[config.mk]
export PLATFORM = sky130hd
export DESIGN_NAME = packed_iq_sample_unpacker_flat
export DESIGN_NICKNAME = d
export VERILOG_FILES = /design/src/sv/iq_unpack_pkg.sv /design/src/sv/iq_unpack_byte_if.sv /design/src/sv/iq_unpack_sample_if.sv /design/src/sv/iq_unpack_decode.sv /design/src/sv/packed_iq_sample_unpacker.sv /design/src/flat_wrapper.sv
export SDC_FILE = /design/constraint.sdc
export NUM_CORES = 1
export LEC_CHECK = 0
export BUFFER_PORTS_ARGS = -buffer_cell sky130_fd_sc_hd__buf_2
export CORE_MARGIN = 4
export CORE_UTILIZATION = 55
export CTS_CLUSTER_DIAMETER = 50
export DETAILED_ROUTE_END_ITERATION = 8
export PLACE_DENSITY = 0.78
export REMOVE_ABC_BUFFERS = 1
export SYNTH_ARGS = -nofsm -noshare
export SYNTH_HDL_FRONTEND = slang
export SYNTH_HIERARCHICAL = 1
export SYNTH_SLANG_ARGS = --single-unit
[constraint.sdc]
create_clock -name clk -period 4.1 [get_ports clk]
set_input_delay 0.82 -clock clk [delete_from_list [all_inputs] [get_ports clk]]
set_output_delay 0.82 -clock clk [all_outputs]
set_load 0.02 [all_outputs]
[src/sv/iq_unpack_pkg.sv]
`timescale 1ns / 1ps
// ----------------------------------------------------------------------------
// iq_unpack_pkg
// Shared types, codes and helper functions for the packed I/Q unpacker.
// ----------------------------------------------------------------------------
package iq_unpack_pkg;

  // Default channel limit for the top-level parameter
  localparam int MaxChannels = 4;

  // Configuration port geometry
  localparam int CfgIndexW = 2;
  localparam int CfgDataW  = 3;

  // Register indexes
  localparam logic [CfgIndexW-1:0] REG_SAMPLE_FORMAT = 2'd0;
  localparam logic [CfgIndexW-1:0] REG_CHANNEL_COUNT = 2'd1;
  localparam logic [CfgIndexW-1:0] REG_IQ_SWAP       = 2'd2;

  // Wire formats
  typedef enum logic [1:0] {
    FMT_BYTE    = 2'd0,
    FMT_NIBBLE  = 2'd1,
    FMT_TWO_BIT = 2'd2,
    FMT_WORD    = 2'd3
  } fmt_t;

  typedef struct packed {
    fmt_t       sample_format;
    logic [2:0] channel_count;
    logic       iq_swap;
  } cfg_t;

  // One decoded byte: a single sample, or two samples replicated to all channels
  typedef struct packed {
    logic        has_result;
    logic        two_bit;
    logic [15:0] i0;
    logic [15:0] q0;
    logic [15:0] i1;
    logic [15:0] q1;
    logic [1:0]  ch;
    logic [1:0]  last_ch;
  } sample_desc_t;

  // Signed 4-bit code s -> odd level 2s+1
  function automatic logic [15:0] odd_level4(input logic [3:0] nib);
    return {{11{nib[3]}}, nib, 1'b1};
  endfunction

  // Signed 2-bit code s -> odd level 2s+1
  function automatic logic [15:0] odd_level2(input logic [1:0] f);
    return {{13{f[1]}}, f, 1'b1};
  endfunction

endpackage

[src/sv/iq_unpack_byte_if.sv]
`timescale 1ns / 1ps
// ----------------------------------------------------------------------------
// iq_unpack_byte_if
// Valid/ready channel carrying payload bytes into the unpacker.
// ----------------------------------------------------------------------------
interface iq_unpack_byte_if;
  logic       valid;
  logic       ready;
  logic [7:0] payload_byte;
  logic       packet_start;

  modport source(output valid, output payload_byte, output packet_start, input ready);
  modport sink(input valid, input payload_byte, input packet_start, output ready);
endinterface

[src/sv/iq_unpack_sample_if.sv]
`timescale 1ns / 1ps
// ----------------------------------------------------------------------------
// iq_unpack_sample_if
// Valid/ready channel carrying complex samples out of the unpacker.
// ----------------------------------------------------------------------------
interface iq_unpack_sample_if;
  logic        valid;
  logic        ready;
  logic [15:0] out_i;
  logic [15:0] out_q;
  logic [1:0]  channel;
  logic        last;

  modport source(output valid, output out_i, output out_q, output channel, output last,
                 input ready);
  modport sink(input valid, input out_i, input out_q, input channel, input last,
               output ready);
endinterface

[src/sv/iq_unpack_decode.sv]
`timescale 1ns / 1ps
// ----------------------------------------------------------------------------
// iq_unpack_decode
// Holds byte phase, partial bytes and channel index; decodes one byte per
// transaction into a sample descriptor.
// ----------------------------------------------------------------------------
module iq_unpack_decode
  import iq_unpack_pkg::*;
#(
  parameter int MAX_CHANNELS = MaxChannels
) (
  input  logic         clk,
  input  logic         rst,
  input  cfg_t         cfg,
  input  logic         accept,
  input  logic [7:0]   payload_byte,
  input  logic         packet_start,
  output sample_desc_t desc
);

  logic [1:0]  byte_phase, byte_phase_next;
  logic [23:0] held_bytes, held_bytes_next;
  logic [1:0]  channel_index, channel_index_next;

  logic [1:0]  ph;
  logic [23:0] hb;
  logic [1:0]  ci;
  logic [2:0]  nch;
  logic [1:0]  chn;
  logic [1:0]  ci_adv;
  logic [15:0] wa, wc;

  // Packet start clears, channel count clamp, channel pick
  always_comb begin
    ph  = packet_start ? 2'd0  : byte_phase;
    hb  = packet_start ? 24'd0 : held_bytes;
    ci  = packet_start ? 2'd0  : channel_index;
    nch = cfg.channel_count;
    if (nch == 3'd0) nch = 3'd1;
    if (nch > 3'(MAX_CHANNELS)) nch = 3'(MAX_CHANNELS);
    chn    = ({1'b0, ci} >= nch) ? 2'd0 : ci;
    ci_adv = ({1'b0, chn} + 3'd1 >= nch) ? 2'd0 : chn + 2'd1;
  end

  // Format decode
  always_comb begin
    desc               = '0;
    desc.ch            = chn;
    desc.last_ch       = 2'(nch - 3'd1);
    byte_phase_next    = 2'd0;
    held_bytes_next    = 24'd0;
    channel_index_next = ci;
    wa                 = '0;
    wc                 = '0;
    unique case (cfg.sample_format)
      FMT_BYTE: begin
        if (ph == 2'd0) begin
          held_bytes_next = {hb[15:0], payload_byte};
          byte_phase_next = 2'd1;
        end else begin
          wa = {{8{hb[7]}}, hb[7:0]};
          wc = {{8{payload_byte[7]}}, payload_byte};
          desc.has_result    = 1'b1;
          desc.i0            = cfg.iq_swap ? wa : wc;
          desc.q0            = cfg.iq_swap ? wc : wa;
          channel_index_next = ci_adv;
        end
      end
      FMT_WORD: begin
        if (ph != 2'd3) begin
          held_bytes_next = {hb[15:0], payload_byte};
          byte_phase_next = ph + 2'd1;
        end else begin
          wa = {hb[15:8], hb[23:16]};
          wc = {payload_byte, hb[7:0]};
          desc.has_result    = 1'b1;
          desc.i0            = cfg.iq_swap ? wa : wc;
          desc.q0            = cfg.iq_swap ? wc : wa;
          channel_index_next = ci_adv;
        end
      end
      FMT_NIBBLE: begin
        // nibble format: swap sense is inverted
        wa = odd_level4(payload_byte[3:0]);
        wc = odd_level4(payload_byte[7:4]);
        desc.has_result    = 1'b1;
        desc.i0            = cfg.iq_swap ? wc : wa;
        desc.q0            = cfg.iq_swap ? wa : wc;
        channel_index_next = ci_adv;
      end
      FMT_TWO_BIT: begin
        // two samples per byte, sent to every channel; index untouched
        desc.has_result = 1'b1;
        desc.two_bit    = 1'b1;
        desc.i0 = cfg.iq_swap ? odd_level2(payload_byte[5:4]) : odd_level2(payload_byte[7:6]);
        desc.q0 = cfg.iq_swap ? odd_level2(payload_byte[7:6]) : odd_level2(payload_byte[5:4]);
        desc.i1 = cfg.iq_swap ? odd_level2(payload_byte[1:0]) : odd_level2(payload_byte[3:2]);
        desc.q1 = cfg.iq_swap ? odd_level2(payload_byte[3:2]) : odd_level2(payload_byte[1:0]);
      end
      default: ;
    endcase
  end

  // State registers
  always_ff @(posedge clk) begin
    if (rst) begin
      byte_phase    <= 2'd0;
      held_bytes    <= 24'd0;
      channel_index <= 2'd0;
    end else if (accept) begin
      byte_phase    <= byte_phase_next;
      held_bytes    <= held_bytes_next;
      channel_index <= channel_index_next;
    end
  end

endmodule

[src/sv/packed_iq_sample_unpacker.sv]
`timescale 1ns / 1ps
// ----------------------------------------------------------------------------
// packed_iq_sample_unpacker
// Unpacks packed I/Q payload bytes into complex samples for 1..4 channels.
// ----------------------------------------------------------------------------
// Usage:
//   bytes   : valid/ready sink, one payload byte per transaction; packet_start
//             marks the first byte of a packet.
//   samples : valid/ready source, one complex sample per transaction with its
//             channel; last flags the final sample caused by a byte.
//   cfg     : write port (cfg_write, cfg_index, cfg_data); write only while
//             no byte is in flight.
// Registered output: a sample appears the cycle after its final byte is taken.
// Throughput: while samples.ready is high, one byte per cycle in byte, 16-bit
//   and nibble formats. In the two-bit format a byte expands to 2 * channels
//   samples, likewise emitted one per cycle from the output register.
// Bytes that only complete part of a pair produce no sample.
// Stall: the output register holds its sample while samples.ready is low;
//   bytes.ready drops until the last pending sample is taken.
// Reset: config returns to byte format, one channel, no swap; byte phase,
//   partial bytes, channel index, output valid flag and emit sequencer clear.
// ----------------------------------------------------------------------------
module packed_iq_sample_unpacker
  import iq_unpack_pkg::*;
#(
  parameter int MAX_CHANNELS = MaxChannels
) (
  input  logic                 clk,
  input  logic                 rst,
  iq_unpack_byte_if.sink       bytes,
  iq_unpack_sample_if.source   samples,
  input  logic                 cfg_write,
  input  logic [CfgIndexW-1:0] cfg_index,
  input  logic [CfgDataW-1:0]  cfg_data
);

  cfg_t         cfg;
  sample_desc_t desc;
  sample_desc_t pend;
  logic         pend_valid;
  logic         emit_sub;
  logic [1:0]   emit_ch;
  logic         emit_last;
  logic         accept;
  logic         out_take;

  // Configuration registers
  always_ff @(posedge clk) begin
    if (rst) begin
      cfg.sample_format <= FMT_BYTE;
      cfg.channel_count <= 3'd1;
      cfg.iq_swap       <= 1'b0;
    end else if (cfg_write) begin
      case (cfg_index)
        REG_SAMPLE_FORMAT: cfg.sample_format <= fmt_t'(cfg_data[1:0]);
        REG_CHANNEL_COUNT: cfg.channel_count <= cfg_data;
        REG_IQ_SWAP:       cfg.iq_swap       <= cfg_data[0];
        default: ;
      endcase
    end
  end

  iq_unpack_decode #(
    .MAX_CHANNELS(MAX_CHANNELS)
  ) u_decode (
    .clk          (clk),
    .rst          (rst),
    .cfg          (cfg),
    .accept       (accept),
    .payload_byte (bytes.payload_byte),
    .packet_start (bytes.packet_start),
    .desc         (desc)
  );

  // Handshakes
  assign emit_last     = !pend.two_bit || (emit_sub && (emit_ch == pend.last_ch));
  assign out_take      = samples.valid && samples.ready;
  assign bytes.ready   = !pend_valid || (samples.ready && emit_last);
  assign accept        = bytes.valid && bytes.ready;

  // Output register control and emit sequencer
  always_ff @(posedge clk) begin
    if (rst) begin
      pend_valid <= 1'b0;
      emit_sub   <= 1'b0;
      emit_ch    <= 2'd0;
    end else if (accept && desc.has_result) begin
      pend_valid <= 1'b1;
      emit_sub   <= 1'b0;
      emit_ch    <= 2'd0;
    end else if (out_take && emit_last) begin
      pend_valid <= 1'b0;
    end else if (out_take) begin
      emit_sub <= ~emit_sub;
      if (emit_sub) begin
        emit_ch <= emit_ch + 2'd1;
      end
    end
  end

  // Output payload register
  always_ff @(posedge clk) begin
    if (accept && desc.has_result) begin
      pend <= desc;
    end
  end

  assign samples.valid   = pend_valid;
  assign samples.out_i   = (pend.two_bit && emit_sub) ? pend.i1 : pend.i0;
  assign samples.out_q   = (pend.two_bit && emit_sub) ? pend.q1 : pend.q0;
  assign samples.channel = pend.two_bit ? emit_ch : pend.ch;
  assign samples.last    = emit_last;

  // A byte is only taken over a pending sample when that sample leaves now
  a_accept_frees: assert property (@(posedge clk) disable iff (rst)
    (accept && pend_valid) |-> (samples.ready && samples.last))
    else $error("byte accepted while output register still busy");

  // Last sample taken with no new result behind it empties the register
  a_drain: assert property (@(posedge clk) disable iff (rst)
    (out_take && samples.last && !(accept && desc.has_result)) |=> !samples.valid)
    else $error("output register did not drain after last sample");

  // Replication never runs past the last active channel
  a_ch_bound: assert property (@(posedge clk) disable iff (rst)
    (pend_valid && pend.two_bit) |-> (emit_ch <= pend.last_ch))
    else $error("two-bit replication channel out of range");

  // Single-sample formats always flag last
  a_single_last: assert property (@(posedge clk) disable iff (rst)
    (pend_valid && !pend.two_bit) |-> samples.last)
    else $error("single sample missing last flag");

  // Mid-sequence take advances the sequencer to the second sample or next channel
  a_advance: assert property (@(posedge clk) disable iff (rst)
    (out_take && !samples.last) |=> (samples.valid && (emit_sub != $past(emit_sub))))
    else $error("replication sequencer failed to advance");

endmodule

[src/flat_wrapper.sv]
// flat-port wrapper written by rule: the top's interface ports become plain ports
module packed_iq_sample_unpacker_flat import iq_unpack_pkg::*;
#(
  parameter int MAX_CHANNELS = MaxChannels
)
  (clk, rst, cfg_write, cfg_index, cfg_data, bytes_valid, bytes_payload_byte, bytes_packet_start, bytes_ready, samples_valid, samples_out_i, samples_out_q, samples_channel, samples_last, samples_ready);
  iq_unpack_byte_if bytes_i ();
  iq_unpack_sample_if samples_i ();
  input  logic clk;
  input  logic rst;
  input  logic cfg_write;
  input  logic [CfgIndexW-1:0] cfg_index;
  input  logic [CfgDataW-1:0] cfg_data;
  input wire logic [$bits(bytes_i.valid)-1:0] bytes_valid;
  input wire logic [$bits(bytes_i.payload_byte)-1:0] bytes_payload_byte;
  input wire logic [$bits(bytes_i.packet_start)-1:0] bytes_packet_start;
  output wire logic [$bits(bytes_i.ready)-1:0] bytes_ready;
  output wire logic [$bits(samples_i.valid)-1:0] samples_valid;
  output wire logic [$bits(samples_i.out_i)-1:0] samples_out_i;
  output wire logic [$bits(samples_i.out_q)-1:0] samples_out_q;
  output wire logic [$bits(samples_i.channel)-1:0] samples_channel;
  output wire logic [$bits(samples_i.last)-1:0] samples_last;
  input wire logic [$bits(samples_i.ready)-1:0] samples_ready;
  assign bytes_i.valid = bytes_valid;
  assign bytes_i.payload_byte = bytes_payload_byte;
  assign bytes_i.packet_start = bytes_packet_start;
  assign bytes_ready = bytes_i.ready;
  assign samples_valid = samples_i.valid;
  assign samples_out_i = samples_i.out_i;
  assign samples_out_q = samples_i.out_q;
  assign samples_channel = samples_i.channel;
  assign samples_last = samples_i.last;
  assign samples_i.ready = samples_ready;
  packed_iq_sample_unpacker #(.MAX_CHANNELS(MAX_CHANNELS)) u_core (.clk(clk), .rst(rst), .bytes(bytes_i), .samples(samples_i), .cfg_write(cfg_write), .cfg_index(cfg_index), .cfg_data(cfg_data));
endmodule
* Word level (Yosys, flattened, before mapping)
Index checks and enable logic that the tools add are counted.
** Storage, ports and cells
- Memories :: 0
- Logic and storage cells :: 94
- Bits in writable memories :: 0
- Memory bits (read-only) :: 0
- Input bits :: 19
- Latch bits :: 0
- Register bits after elaboration :: 107
- Output and inout port bits :: 37
** Operators by class
- Divide/modulo/power cells :: 0
- Eq/ne operators :: 7
- Add/subtract/negate cells :: 5
- Bitwise gates (word level) :: 2
- Shift-type cells :: 0
- Magnitude comparators :: 3
- Reductions and logical operators :: 23
- Multipliers :: 0
- Mux-type cells :: 38
** Operators with widths (number)
- 16-bit 2-to-1 mux :: 12
- 32-bit one-hot mux with 4 select lines :: 1
- 24-bit 2-to-1 mux :: 3
- 32-bit 2-to-1 mux :: 2
- 24-bit one-hot mux with 2 select lines :: 1
- 2-bit 2-to-1 mux :: 8
- 2-bit AND reduction :: 4
- 1-bit logical AND :: 7
- 2-bit by 1-bit adder with 2-bit output (second input constant) :: 3
- 2-bit == test (second input constant) :: 3
- 2-bit zero test :: 3
- 1-bit 2-to-1 mux :: 6
- 3-bit 2-to-1 mux :: 2
- 2-bit one-hot mux with 3 select lines :: 1
- 2-bit by 1-bit == test with 1-bit output (second input constant) :: 2
- 2-bit one-hot mux with 2 select lines :: 1
- 2-bit OR reduction :: 2
- 2-bit by 1-bit adder with 3-bit output (second input constant) :: 1
- 2-bit by 3-bit >= comparator with 1-bit output :: 1
- 3-bit >= comparator :: 1
- 3-bit greater-than comparator (second input constant) :: 1
- 3-bit zero test :: 1
- 1-bit one-hot mux with 3 select lines :: 1
- 3-bit AND reduction :: 1
- other kinds (7) :: 10

* Depth between registers and ports, before layout
- Depth in word-level cells :: 11
- Mapped depth :: 14
- Mapped depth without buffers :: 14

* By module
Netlist, hierarchy kept.
** By module, submodules not included
- packed_iq_sample_unpacker :: sequential area each 2272.2 um^2, instances 1, cells each 160, area each 2990.4 um^2
- iq_unpack_decode :: sequential area each 560.5 um^2, instances 1, cells each 384, area each 2849.0 um^2

* Worst setup path before layout
Ideal clock, no wire load.
- Path type :: in2reg
- From :: input bytes_packet_start
- To :: register u_core/pend[0] in the netlist's numbering, enable pin
- Data required time :: 3666 ps
- Path slack :: -32 ps
- Stages :: 8
- Path buffers :: 2
- Arrival :: 3698 ps
- Setup time :: 434 ps
- Cells stage by stage :: clkbuf_1 nand2b_1 ha_1 buf_6 nand2_1 a21boi_0 and2_1 and2_1
** RTL lines
- from (decl) :: RTL line flat_wrapper.sv:16 : input wire logic [$bits(bytes_i.packet_start)-1:0] bytes_packet_start;
- to (signal assigned) :: RTL line packed_iq_sample_unpacker.sv:104 : pend <= desc;
- to (decl) :: RTL line packed_iq_sample_unpacker.sv:39 : sample_desc_t pend;

==> results.json <==
{
  "layout_min_cycle_time_ns": 2.84,
  "grt_overflow": 0,
  "fmax_ghz": 0.352,
  "ctsResizeCount": 0,
  "ys_types": 60,
  "grt_use_met3": 0.0377,
  "die_w_um": 111,
  "clk_pin_slew_ns": 0.10,
  "track_usage": 0.200,
  "synth_edf_count": 69,
  "syn_inst": 544,
  "fill_cells": 844,
  "worst_pin_slew_ns": 0.835,
  "grtUsageMet1": 0.274,
  "die-area_sq_um": 12300,
  "worstPathArrival_ns": 3.09,
  "num_vias": 4012,
  "drive_gt1_frac": 0.243,
  "leakagePower_nw": 2.43,
  "status": "completed",
  "cts_root_buf": "clkbuf_8",
  "wl_per_cell_um": 17.5,
  "gp_congestion": 0.892,
  "whs_endpoint": "u_core/u_decode/byte_phase[1]",
  "finalMaxSlewViolations": 0,
  "ioPinCount": 56,
  "grt_setup_unrepaired": "false",
  "dr.pass1.iters": 7,
  "nets": 590,
  "postRouteAntennaNets": 0,
  "worstHoldPathCells": 2,
  "synth_area_leaders": "edfxtp_1, dfxtp_1, mux2_2",
  "antenna_found_initial": 0,
  "worst-path-stages": 13,
  "synth_top_area_frac": 0.355,
  "synth_top_cell_by_area": "edfxtp_1",
  "clock_skew_ns": 0.0144,
  "cpMaxStageDelayCell": "ha_1",
  "max_cap_violations": 0,
  "ir_drop_uv": 152,
  "ff2ff_path_depth": 9,
  "use_met2": 0.322,
  "ys_seq_elements": 107,
  "yosys_warnings": 6,
  "numPortBuffers": 55,
  "ys_async_sr_fraction": 0,
  "hold_buffers": 0,
  "areaGrowthSynthToFinish_pct": 5.74,
  "die_y_um": 111,
  "core_area_sq_um": 10300,
  "cts_tree": "done",
  "synth-main-ff-cell": "edfxtp_1",
  "core.rowCount": 37,
  "hpwl_um": 8670,
  "wl_um": 12300,
  "clock_path_buffers": 2,
  "holdWs_ns": 0.478,
  "finalHoldViolCount": 0,
  "grt_pass1_wl_um": 20100,
  "drc_errors": 0,
  "cp_top_family": "adder cells",
  "worst-setup-path-type": "input pin to flip-flop",
  "post_cts_buffers": 0,
  "cp_common_cell": "ha_1",
  "cts.sink_count": 107,
  "post-route-period-util": 0.693,
  "insertion_delay_ns": 0.38,
  "power.density_nw_per_um2": 347,
  "cts-htree-levels": 3,
  "tns_ns": 0,
  "vias_per_cell": 5.73,
  "cp.required_ns": 4.34,
  "r2r_end": "u_core/u_decode/held_bytes[1]",
  "cpPeakStageDelay_ns": 0.30,
  "setup_violations": 0,
  "instances_no_fill": 700,
  "grt_pass1_vias": 3910,
  "cp-end-kind": "flip-flop",
  "critPathBufInv": 2,
  "crit_fanout": 8,
  "yosys-top-cells-count": "edfxtp_1, a21oi_1, nor2b_1",
  "crit_path_start_kind": "input pin",
  "start_util": 0.566,
  "hold_path_class": "flip-flop to flip-flop",
  "synth.most_common_cell": "edfxtp_1",
  "antenna_cells": 0,
  "path_cells": "buf_2, nand2b_1, ha_1, nand2b_1, a21oi_1, o21bai_1, inv_1, ha_1, ha_1, o21ai_0, a21o_1, a32oi_1, nor3_2",
  "avgSynthCellArea_sq_um": 10.7,
  "top_usage_layer": "met2",
  "holdCritStartpoint": "u_core/u_decode/byte_phase[1]",
  "place_inst": 684,
  "drt_iter0_drc": 428,
  "relSlewSlack": 0.439,
  "synth_seq_area_share": 0.485,
  "cts-buffers-inserted": 9,
  "r2r_slack_ns": 1.27,
  "r2r_start": "u_core/pend[0]",
  "grt_max_degree": 52,
  "synth_area_sq_um": 5840
}
worst max path at each step:
stage                                   from                               end  slack, ns
after CTS                 bytes_packet_start  u_core/u_decode/channel_index[1]       1.26
final                     bytes_packet_start  u_core/u_decode/channel_index[1]       1.26
after global placement    bytes_packet_start  u_core/u_decode/channel_index[1]        1.0
after floorplan           bytes_packet_start                    u_core/pend[0]       0.17
after global routing          u_core/pend[0]    u_core/u_decode/held_bytes[21]       1.03
after detailed placement  bytes_packet_start  u_core/u_decode/channel_index[1]       0.87
layer usage:
| metal | up-vias | wire length (um) | share of wire |
|---|---|---|---|
| met5 | - | 0 | 0 |
| met4 | 0 | 187 | 0.015 |
| met3 | 19 | 814 | 0.066 |
| met2 | 147 | 5770 | 0.47 |
| met1 | 1901 | 5510 | 0.45 |
| li1 | 1945 | - | - |
sequential cells by signal (all words and copies together), names as in the netlist:
register	count
u_core/cfg	6
u_core/emit_ch	2
u_core/emit_sub	1
u_core/pend	69
u_core/samples.valid	1
u_core/u_decode/byte_phase	2
u_core/u_decode/channel_index	2
u_core/u_decode/held_bytes	24
through the flow:
stage                     power, mW  cell area, sq um  setup WS (ns)  utilization
after floorplan                1.39              5450          0.168            -
after global placement         1.47              5960          0.999        0.577
after detailed placement       1.48              5960          0.868        0.577
after CTS                      2.15              6170           1.26        0.598
after global routing           2.23              6170           1.03        0.598
final                          2.14              6170           1.26        0.598
cells in the final DEF (no fill, tap or decap), drive strengths merged, types with 3 or more instances in the layout:
| master | netlist | routed |
|---|---|---|
| a211o | 3 | 3 |
| a21boi | 4 | 4 |
| a21o | 6 | 6 |
| a21oi | 61 | 61 |
| a22oi | 8 | 8 |
| a31oi | 3 | 3 |
| and2 | 9 | 9 |
| buf | 48 | 62 |
| clkbuf | 10 | 9 |
| clkinv | 0 | 3 |
| dfxtp | 38 | 38 |
| edfxtp | 69 | 69 |
| ha | 12 | 12 |
| inv | 18 | 21 |
| mux2 | 42 | 42 |
| mux2i | 20 | 20 |
| nand2 | 18 | 18 |
| nand2b | 10 | 10 |
| nor2 | 41 | 41 |
| nor2b | 51 | 51 |
| nor3 | 3 | 3 |
| o21a | 4 | 4 |
| o21ai | 31 | 31 |
| o21bai | 3 | 3 |
| o221ai | 4 | 4 |
kinds of logic after synthesis:
family | Yosys count | synth area share
simple gates | 144 | 0.135
compound gates | 141 | 0.156
flops | 107 | 0.485
buf+inv | 76 | 0.0791
mux | 62 | 0.115
fa+ha+maj | 12 | 0.0257
xor+xnor | 2 | 0.00429
worst min-delay path, cell delays in order, from the launching register on:
cell,delay [ns]
dfxtp_1,0.32
nand2b_1,0.06
a21oi_1,0.05
area by class of cell:
class                   instances  area (sq um)  share of cell area
multi-input cells             361          2550               0.412
clock inverters                 7          92.6              0.0150
flip-flops and latches        107          2830               0.459
clock buffers                   9           124              0.0201
well taps                     136           170              0.0276
repair buffers                 62           340              0.0551
inverters                      18          67.6              0.0109
power by group:
part           switching (mW)  leakage (nW)  internal, mW
Sequential             0.0191         0.957          1.19
Combinational           0.161          1.36        0.0897
Clock                   0.386         0.109         0.298
No activity file was read; power rests on OpenSTA's default activity.
